<file path="config.mk">
export PLATFORM = sky130hd
export DESIGN_NAME = button_click_classifier
export DESIGN_NICKNAME = d
export VERILOG_FILES = /design/src/sv/bcc_pkg.sv /design/src/sv/button_click_classifier.sv /design/src/sv/bcc_core.sv
export SDC_FILE = /design/constraint.sdc
export NUM_CORES = 1
export LEC_CHECK = 0
export ABC_AREA = 1
export BUFFER_PORTS_ARGS = -buffer_cell sky130_fd_sc_hd__buf_4
export CAP_MARGIN = 40
export CORE_AREA = 2 2 184 186
export CTS_BUF_LIST = sky130_fd_sc_hd__clkbuf_4
export DETAILED_ROUTE_END_ITERATION = 7
export DIE_AREA = 0 0 186 188
export PLACE_DENSITY_LB_ADDON = 0.1
export SLEW_MARGIN = 10
export SYNTH_ARGS = -nofsm -noshare
export SYNTH_HDL_FRONTEND = slang
export SYNTH_HIERARCHICAL = 1
export SYNTH_SLANG_ARGS = --single-unit
</file>
<file path="constraint.sdc">
create_clock -name clk_i -period 3.85 [get_ports clk_i]
set_input_delay 1.155 -clock clk_i [delete_from_list [all_inputs] [get_ports clk_i]]
set_output_delay 1.155 -clock clk_i [all_outputs]
set_load 0.01 [all_outputs]
</file>
<file path="src/sv/bcc_pkg.sv">
// Types and constants of the button click classifier.
`timescale 1ns / 1ps

package bcc_pkg;

  // Event codes on the result
  typedef enum logic [1:0] {
    EV_NONE   = 2'd0,
    EV_SHORT  = 2'd1,
    EV_LONG   = 2'd2,
    EV_DOUBLE = 2'd3
  } event_e;

  // Input item kinds
  typedef enum logic {
    KIND_POLL  = 1'b0,
    KIND_CLEAR = 1'b1
  } kind_e;

  // Configuration register indexes
  typedef enum logic [1:0] {
    CFG_LONG_PRESS = 2'd0,
    CFG_DOUBLE_GAP = 2'd1,
    CFG_DOUBLE_EN  = 2'd2,
    CFG_DEBOUNCE   = 2'd3
  } cfg_idx_e;

  localparam int unsigned CfgDataW = 16;
  localparam int unsigned InDataW  = 40;  // pressed + now_ms, padded to bytes
  localparam int unsigned OutDataW = 8;   // event_res, padded to a byte

  localparam logic [15:0] LongPressRst  = 16'd800;
  localparam logic [15:0] DoubleGapRst  = 16'd250;
  localparam logic        DoubleEnRst   = 1'b1;
  localparam logic [7:0]  DebounceRst   = 8'd20;

  typedef struct packed {
    logic [15:0] hold_time_ms;
    logic [15:0] dbl_window_ms;
    logic        double_enable;
    logic [7:0]  debounce_ms;
  } cfg_t;

  typedef struct packed {
    logic [31:0] press_stamp;
    logic [31:0] release_stamp;
    logic        held;
    logic        awaiting_second;
    logic        release_masked;
  } state_t;

endpackage

</file>
<file path="src/sv/button_click_classifier.sv">
// Top level of the button click classifier.
`timescale 1ns / 1ps

// Button click classifier: takes one poll or clear item per clock cycle while
// results are taken and gives exactly one event item for each (none, short,
// long, double). An item passes an input register, one classifier step and a
// result register; the state update of the single classifier step is
// combinational and is registered with the event, which sets the sustained
// rate of one item per cycle. The input side keeps accepting while a result
// waits, as long as the input register is empty. Configuration writes take
// effect on the next cycle and are meant for an idle block.
module button_click_classifier (
  input  logic                          clk_i,
  input  logic                          rst_ni,
  // configuration write port
  input  logic                          cfg_we_i,
  input  logic [1:0]                    cfg_idx_i,
  input  logic [bcc_pkg::CfgDataW-1:0]  cfg_data_i,
  // input items
  input  logic                          s_axis_tvalid,
  output logic                          s_axis_tready,
  input  logic [bcc_pkg::InDataW-1:0]   s_axis_tdata,  // [0] pressed, [32:1] now_ms
  input  logic [0:0]                    s_axis_tuser,  // [0] kind
  // result items
  output logic                          m_axis_tvalid,
  input  logic                          m_axis_tready,
  output logic [bcc_pkg::OutDataW-1:0]  m_axis_tdata   // [1:0] event_res
);

  bcc_pkg::cfg_t   cfg_q;
  bcc_pkg::state_t state_q, state_d;
  bcc_pkg::event_e event_d, event_q;

  logic            in_valid_q;
  bcc_pkg::kind_e  kind_q;
  logic            pressed_q;
  logic [31:0]     now_q;
  logic            out_valid_q;
  logic            advance;
  logic            fire;

  // Configuration registers
  always_ff @(posedge clk_i or negedge rst_ni) begin
    if (!rst_ni) begin
      cfg_q.hold_time_ms  <= bcc_pkg::LongPressRst;
      cfg_q.dbl_window_ms <= bcc_pkg::DoubleGapRst;
      cfg_q.double_enable <= bcc_pkg::DoubleEnRst;
      cfg_q.debounce_ms   <= bcc_pkg::DebounceRst;
    end else if (cfg_we_i) begin
      unique case (bcc_pkg::cfg_idx_e'(cfg_idx_i))
        bcc_pkg::CFG_LONG_PRESS: cfg_q.hold_time_ms  <= cfg_data_i;
        bcc_pkg::CFG_DOUBLE_GAP: cfg_q.dbl_window_ms <= cfg_data_i;
        bcc_pkg::CFG_DOUBLE_EN:  cfg_q.double_enable <= cfg_data_i[0];
        bcc_pkg::CFG_DEBOUNCE:   cfg_q.debounce_ms   <= cfg_data_i[7:0];
        default: ;
      endcase
    end
  end

  // Flow control: result register frees up when taken
  assign advance       = !out_valid_q || m_axis_tready;
  assign fire          = in_valid_q && advance;
  assign s_axis_tready = !in_valid_q || advance;

  // Input register
  always_ff @(posedge clk_i or negedge rst_ni) begin
    if (!rst_ni) begin
      in_valid_q <= 1'b0;
    end else if (s_axis_tready) begin
      in_valid_q <= s_axis_tvalid;
    end
  end

  always_ff @(posedge clk_i) begin
    if (s_axis_tready && s_axis_tvalid) begin
      kind_q    <= bcc_pkg::kind_e'(s_axis_tuser[0]);
      pressed_q <= s_axis_tdata[0];
      now_q     <= s_axis_tdata[32:1];
    end
  end

  // Classifier step
  bcc_core u_core (
    .cfg_i     (cfg_q),
    .state_i   (state_q),
    .kind_i    (kind_q),
    .pressed_i (pressed_q),
    .now_ms_i  (now_q),
    .state_o   (state_d),
    .event_o   (event_d)
  );

  // Classifier state
  always_ff @(posedge clk_i or negedge rst_ni) begin
    if (!rst_ni) begin
      state_q <= '0;
    end else if (fire) begin
      state_q <= state_d;
    end
  end

  // Result register
  always_ff @(posedge clk_i or negedge rst_ni) begin
    if (!rst_ni) begin
      out_valid_q <= 1'b0;
    end else if (advance) begin
      out_valid_q <= in_valid_q;
    end
  end

  always_ff @(posedge clk_i) begin
    if (fire) begin
      event_q <= event_d;
    end
  end

  assign m_axis_tvalid = out_valid_q;
  assign m_axis_tdata  = {{(bcc_pkg::OutDataW-2){1'b0}}, event_q};

endmodule

</file>
<file path="src/sv/bcc_core.sv">
// Combinational classifier step: next state and event for one item.
`timescale 1ns / 1ps

module bcc_core (
  input  bcc_pkg::cfg_t   cfg_i,
  input  bcc_pkg::state_t state_i,
  input  bcc_pkg::kind_e  kind_i,
  input  logic            pressed_i,
  input  logic [31:0]     now_ms_i,
  output bcc_pkg::state_t state_o,
  output bcc_pkg::event_e event_o
);

  logic [31:0] press_span;
  logic [31:0] gap_span;

  // Elapsed times wrap modulo 2^32
  assign press_span = now_ms_i - state_i.press_stamp;
  assign gap_span   = now_ms_i - state_i.release_stamp;

  always_comb begin
    state_o = state_i;
    event_o = bcc_pkg::EV_NONE;
    if (kind_i == bcc_pkg::KIND_CLEAR) begin
      // clear item drops the flags, stamps kept
      state_o.held            = 1'b0;
      state_o.awaiting_second = 1'b0;
      state_o.release_masked  = 1'b0;
    end else if (pressed_i && !state_i.held) begin
      // press edge
      state_o.held           = 1'b1;
      state_o.press_stamp    = now_ms_i;
      state_o.release_masked = 1'b0;
      if (cfg_i.double_enable && state_i.awaiting_second) begin
        state_o.awaiting_second = 1'b0;
        state_o.release_masked  = 1'b1;
        event_o                 = bcc_pkg::EV_DOUBLE;
      end
    end else if (!pressed_i && state_i.held) begin
      // release edge
      state_o.held = 1'b0;
      if (!state_i.release_masked && (press_span > {24'd0, cfg_i.debounce_ms})) begin
        if (cfg_i.double_enable) begin
          state_o.awaiting_second = 1'b1;
          state_o.release_stamp   = now_ms_i;
        end else begin
          event_o = bcc_pkg::EV_SHORT;
        end
      end
    end else if (pressed_i) begin
      // still held: long press fires once
      if (!state_i.release_masked && (press_span > {16'd0, cfg_i.hold_time_ms})) begin
        state_o.release_masked  = 1'b1;
        state_o.awaiting_second = 1'b0;
        event_o                 = bcc_pkg::EV_LONG;
      end
    end else begin
      // still released: window expiry
      if (cfg_i.double_enable && state_i.awaiting_second &&
          (gap_span > {16'd0, cfg_i.dbl_window_ms})) begin
        state_o.awaiting_second = 1'b0;
        event_o                 = bcc_pkg::EV_SHORT;
      end
    end
  end

endmodule

</file>
==> results of run 1 <==
-- where the power goes --
part | switching [mW] | internal, mW
logic | 4.33 | 2.79
clock network | 0.610 | 0.464
registers | 0.269 | 2.00
total | 5.21 | 5.26
-- path summary, 6_finish.rpt --
kind | end | slack, ns | cells past startpoint
min in group clk_i | cfg_q[33] | 0.48 | 2
min | state_q[7] | 0.48 | 1
max reg2reg | state_q[1] | 0.13 | 27
max in group asynchronous | cfg_q[4] | 2.55 | 2
min reg2reg | cfg_q[33] | 0.48 | 2
max | state_q[1] | 0.13 | 27
-- stage by stage --
stage / hold slack, ns / setup WS, ns / std cells / cell area (µm²)
floorplan: 0.442 / 0.830 / 1991 / 12700
global placement: 0.453 / -0.305 / 2522 / 14000
detailed placement: 0.458 / -0.175 / 2523 / 14000
CTS: 0.417 / 0.00440 / 2558 / 14400
global route: 0.455 / -0.117 / 2575 / 14900
finish: 0.476 / 0.134 / 2575 / 14900
-- cells in the final DEF, fill, tap and decap left out, types with 9 or more instances in the layout --
cell,n
buf_4,144
nand4_1,35
ha_4,11
o21ai_2,20
xor2_1,16
nand3_1,155
edfxtp_1,36
o21ai_1,20
nand2_2,27
nor2_1,106
clkbuf_4,20
nand2_1,749
a21oi_1,57
dfstp_2,12
ha_1,84
dfrtp_1,97
inv_1,364
nor2_2,9
o21ai_0,40
-- repair_timing --
action                                  in CTS  in global routing
setup buffers                                2                 15
hold buffers                                 0                  0
resized for setup                           15                 91
pin swaps                                    3                 32
endpoints found under the setup margin      21                 36
gates cloned                                 1                  1
hold endpoints to repair                     0                  0
-- layout make-up --
class / instances / area share, %
clock inverter: 12 / 0.954
multi-input combinational: 1423 / 50.9
clock buffer: 20 / 1.00
inverter: 372 / 9.34
antenna: 1 / 0.0167
sequential: 146 / 25.8
tap: 448 / 3.75
timing repair buffer: 153 / 8.30
-- Yosys cell counts, types with 2 or more instances --
library cell / number
a21oi_1: 62
and3_1: 3
inv_2: 3
nand2_2: 3
a31oi_1: 2
fa_1: 2
and2_1: 8
nand3_2: 4
o21ai_1: 18
inv_1: 369
nand3_1: 160
o21ai_0: 42
o21bai_1: 8
edfxtp_1: 36
nand2_1: 777
dfstp_2: 12
nor3_1: 8
xor2_1: 26
buf_6: 8
ha_1: 101
or2_2: 2
dfrtp_1: 98
xnor2_1: 5
nand3b_1: 4
buf_2: 10
buf_4: 11
nand4_1: 35
clkbuf_1: 22
nor2_1: 113
nor2_2: 5
o21ai_2: 20
-- worst reg2reg max path, delay by kind of cell, from the launching register on --
| kind | cells | cell delay [ns] |
|---|---|---|
| AOI/OAI and AO/OA | 2 | 0.28 |
| xor gates and xnor gates | 1 | 0.18 |
| adders and majority gates | 3 | 0.85 |
| buffers and inverters | 3 | 0.30 |
| DFF | 1 | 0.45 |
| and+or+nand+nor | 18 | 1.58 |
-- layer usage --
metal	GRT usage, %	up-vias	part of all wire [%]
li1	-	6387	-
met1	33.1	5768	50
met2	35.4	203	45
met3	2.70	37	3.4
met4	5.54	0	1.6
met5	0	-	0
-- registers in the layout, indices dropped and copies added, names as in the netlist --
register,cells
event_q,2
now_q,32
kind_q,1
in_valid_q,1
pressed_q,1
state_q,67
cfg_q,41
m_axis_tvalid,1
-- kinds of logic after synthesis --
logic type,count (synthesis),share of synthesized area [%]
DFF,146,30.4
AOI/OAI and AO/OA,154,6.89
adders and majority gates,103,10.3
other,1,0.0296
and+or+nand+nor,1128,36.9
xor gates and xnor gates,31,2.14
buffers and inverters,423,13.4
==> summary.txt, run 1 <==
Critical path
  • CP peak stage delay: 0.45 ns
  • Crit path required time: 4.38 ns
  • Critical path's top delay family: simple AND/OR/NAND/NOR gates
  • CP bufs+invs: 3
  • Critical-path top delay cell: edfxtp_1
  • Most used cell, CP: nand2_2
  • Critical-path maximum fanout: 3
  • Crit path capture type: flop
  • Critical Path AT: 4.25 ns
  • Startpoint types: flop
  • CP Launch Point: now_q[0]
  • Worst r2r src: now_q[0]
  • Critical path class: reg -> reg

CTS
  • Clock tree from TritonCTS: built
  • Clk_lat worst skew: 0.61 ns
  • CTS Root Cell: clkbuf_4
  • Clock transition at the registers of the reported paths: 0.15 ns
  • CTS H-tree depth: 4
  • TritonCTS Buffers: 17
  • Clock sinks: 146
  • Max Buffers Root-to-Sink: 2

Outcome
  • Status: finished clean

Routing
  • 1st-pass router iterations: 5
  • Via/cell ratio: 4.81
  • DRC: 0
  • Post-route ant nets: 0
  • First DRT Iteration DRCs: 895
  • DR vias: 12400
  • Wire per inst: 15.0 µm
  • DRT Wirelength: 38600 µm

Yosys
  • Synth top area share: 23.0%
  • Yosys top cell by area: nand2_1
  • Synth async-reset ratio: 75.3%
  • Mapped Area: 12700 µm²
  • Post-Syn Instances: 1986
  • Ys flop type: dfrtp_1
  • Synth area leaders: nand2_1 (23%), dfrtp_1 (19%), inv_1 (11%)
  • Synth Warn #: 6
  • Synth unique cells: 40
  • Number of enable flip-flop cells after synthesis: 36
  • Synth Register Bits: 146
  • Syn avg cell area: 6.39 µm²
  • Register area share after synthesis: 30.4%

Job
  • Max-capacitance violation count: 0

Final layout
  • Reg area: 3850 µm²
  • Layout cells sized above 1: 15.1%
  • Core Util, Final: 45.1%
  • Area occupied by multi-input gates: 7600 µm²
  • Fillers: 3532
  • Syn-to-layout area delta: 17.9%
  • Final Net Count: 2280

Global route
  • Vias in the first global route: 11500
  • GRT Overall Usage: 22.6%
  • Initial antenna violation count: 1
  • First-pass GRT wire length: 61100 µm
  • GR Overflow Total: 0
  • Largest net degree at the start of global routing: 69

Floorplan
  • Die footprint: 35000 µm²
  • Die W: 186 µm
  • Core box area: 33100 µm²
  • Die Ht: 188 µm
  • Initial Util: 38.3%
  • Row count: 67
  • Ports: 74

STA
  • Pins Over Slew Limit: 0
  • Final min period: 3.72 ns
  • Slew @ Worst Pin: 0.819 ns
  • Final setup fails: 0
  • Slew HR: 45.4%
  • Final hold vios: 0
  • Setup TNS: 0 ns
  • RSZ-0062 raised after global routing: true
  • Final period utilization: 96.5%
  • Clock Skew: 0.0340 ns
  • Fmax: 269 MHz

Place
  • DP Wirelength: 30000 µm
  • Port-buffer cells: 60
  • Final GP Congestion: 0.880

Power and ir drop
  • Pwr dens: 700 nW/µm²
  • Worst VDD drop: 0.277 mV
  • Design Power: 10.5 mW
  • Pleak: 8.27 nW

Worst hold path
  • Min-delay worst type: in -> async
(Power assumes the default switching activity.)
==> run 2, diff against run 1 <==
- clock period: 3.85 -> 4 ns (I/O delays scaled with it)
==> run 2 against run 1 <==
Final cell count is essentially flat; critical path depth shrank 1; largest cell class unchanged; flip-flop and latch count is the same; highest routed layer unchanged; total power shrank 6.7%.
==> summary.txt, run 2 (synthesis results as in run 1) <==
CTS
  • Clock tree from TritonCTS: built
  • Clk_lat worst skew: 0.58 ns (-0.03 ns)
  • Max Buffers Root-to-Sink: 2 (unchanged)
  • Clock sinks: 146 (unchanged)
  • CTS H-tree depth: 4 (unchanged)
  • Clock transition at the registers of the reported paths: 0.14 ns (about the same)
  • CTS Root Cell: clkbuf_4
  • TritonCTS Buffers: 17 (unchanged)

Power and ir drop
  • Worst VDD drop: 0.191 mV (-31%)
  • Design Power: 9.76 mW (-6.7%)
  • Pwr dens: 662 nW/µm² (-5.5%)
  • Pleak: 8.23 nW (-0.48%)

Critical path
  • Critical Path Stages: 26 (-3.7%)
  • Critical path class: reg -> reg
  • CP peak stage delay: 0.45 ns (about the same)
  • Crit path capture type: flop
  • CP bufs+invs: 3 (unchanged)
  • Most used cell, CP: nand3_1
  • Worst r2r path cells: 26 (-3.7%)
  • CP Launch Point: now_q[0]
  • Critical Path AT: 4.27 ns (+0.02 ns)
  • Critical path's top delay family: simple AND/OR/NAND/NOR gates
  • Critical-path top delay cell: edfxtp_1
  • CP Capture Point: state_q[1]
  • Startpoint types: flop
  • Internal reg-to-reg setup slack: 0.25 ns (+0.11 ns)
  • Reg-to-Reg End: state_q[1]
  • Crit path required time: 4.52 ns (+0.14 ns)
  • Critical-path maximum fanout: 3 (unchanged)
  • Worst r2r src: now_q[0]

STA
  • Final min period: 3.75 ns (+0.0360 ns)
  • Final hold vios: 0 (unchanged)
  • Final period utilization: 93.8% (-2.7 points)
  • Slew HR: 42.3% (-3.1 points)
  • Fmax: 267 MHz (-0.96%)
  • Pins Over Slew Limit: 0 (unchanged)
  • Slew @ Worst Pin: 0.865 ns (+0.0464 ns)
  • Final setup fails: 0 (unchanged)
  • Worst setup margin: 0.248 ns (+0.114 ns)
  • Clock Skew: 0.0225 ns (-0.0115 ns)
  • Hold WS: 0.412 ns (-0.0634 ns)

Routing
  • Wire per inst: 14.7 µm (-1.6%)
  • DRT Wirelength: 37900 µm (-1.7%)
  • Post-route ant nets: 0 (unchanged)
  • DRC: 0 (unchanged)
  • Via/cell ratio: 4.77 (-0.96%)
  • 1st-pass router iterations: 5 (unchanged)
  • First DRT Iteration DRCs: 746 (-17%)
  • DR vias: 12300 (-1.0%)

Final layout
  • Syn-to-layout area delta: 16.3%
  • Leading cell types in the layout, fill and taps excluded: nand2_1 (763), inv_1 (365), nand3_1 (155), buf_4 (145), nor2_1 (107)
  • Fillers: 3556 (+0.68%)
  • Area occupied by multi-input gates: 7450 µm² (-2.1%)
  • Final Net Count: 2278 (-0.088%)
  • Layout cells sized above 1: 13.8% (-1.3 points)
  • Biggest register: state_q
  • Largest registers: state_q (67), cfg_q (41), now_q (32)
  • Commonest non-fill, non-tap cell in the layout: nand2_1
  • Max reg flops: 67 (unchanged)
  • Core Util, Final: 44.6% (-0.58 points)
  • Reg area: 3850 µm² (unchanged)

Outcome
  • Status: finished clean

Global route
  • GR Overflow Total: 0 (unchanged)
  • Initial antenna violation count: 1 (unchanged)
  • Largest net degree at the start of global routing: 69 (unchanged)
  • Grt peak-use layer: met2
  • M1 GR Usage: 31.6% (-1.5 points)
  • Met3 usage: 2.85% (+0.16 points)
  • GRT Overall Usage: 22.2% (-0.39 points)
  • Vias in the first global route: 11500 (-0.12%)
  • First-pass GRT wire length: 60400 µm (-1.2%)
  • Met2 global-route usage: 35.6% (+0.19 points)

Floorplan
  • Die footprint: 35000 µm² (unchanged)
  • Ports: 74 (unchanged)
  • Core box area: 33100 µm² (unchanged)
  • Row count: 67 (unchanged)
  • Die Ht: 188 µm (unchanged)
  • Die W: 186 µm (unchanged)
  • Initial Util: 38.3% (unchanged)

Place
  • Port-buffer cells: 60 (unchanged)
  • DP Wirelength: 29800 µm (-0.47%)
  • Worst slack at placement: -0.117 ns (+0.0582 ns)
  • Final GP Congestion: 0.914 (+3.9%)

Job
  • Max-capacitance violation count: 0 (unchanged)

Worst hold path
  • Min-delay worst type: in -> async
run 2: per-layer routing:
metal  share of wire (%)  up-vias
li1                    -     6381
met1                  50     5669
met2                  46      187
met3                 2.9       30
met4                 1.6        0
met5                   0        -
run 2: worst min path at each step:
stage | startpoint | cells past startpoint | end
final | rst_ni | 1 | cfg_q[22]
after detailed placement | cfg_q[13] | 2 | cfg_q[13]
after floorplan | cfg_q[11] | 2 | cfg_q[11]
after global placement | state_q[45] | 2 | state_q[45]
after global routing | rst_ni | 1 | cfg_q[22]
after CTS | cfg_q[12] | 2 | cfg_q[12]
run 2: cell type report:
type	instances	area share (%)
clock buffers	19	0.967
clock inverters	13	0.916
multi-input cells	1423	50.5
inverters	372	9.46
well taps	448	3.80
flip-flops and latches	146	26.1
diodes	1	0.0170
repair buffers	151	8.28
run 2: metrics by stage:
stage                     instance area (µm²)  setup TNS, ns  cells
final                                   14800              0   2573
after global routing                    14800        -0.0104   2573
after CTS                               14300              0   2552
after detailed placement                14000          -1.25   2518
after global placement                  13900          -4.95   2517
after floorplan                         12700              0   1991
run 2: worst register-to-register path, stage by stage (launching register included):
cell      delay (ns)
edfxtp_1        0.45
inv_2           0.08
buf_4           0.15
ha_4            0.16
fa_2            0.38
inv_2           0.08
nand3_1         0.09
nand3_2         0.08
nand2_1         0.06
nand2_2         0.11
xor2_2          0.22
ha_1            0.28
nand2_2         0.10
o21ai_1         0.09
a21oi_2         0.10
nand2_1         0.07
nand2_2         0.10
nand3_1         0.09
nor2_1          0.14
nand3_1         0.11
nor2_2          0.12
nand3_2         0.13
a21oi_2         0.17
nand3_1         0.10
nand2_1         0.07
nand3_1         0.07
nand2_1         0.09
run 2: power breakdown:
| part | leakage, nW | internal [mW] | switching, mW |
|---|---|---|---|
| sequential | 1.76 | 1.93 | 0.243 |
| clock | 0.153 | 0.385 | 0.578 |
| combinational | 6.32 | 2.55 | 4.08 |
| total | 8.23 | 4.86 | 4.90 |
run 2: what timing repair did:
item,4_1_cts,5_1_grt
hold buffers,0,0
setup buffers,1,18
cloned,1,1
setup endpoints to repair,17,36
endpoints found under the hold margin,0,0
gates resized for setup,5,57
pin swaps,2,22
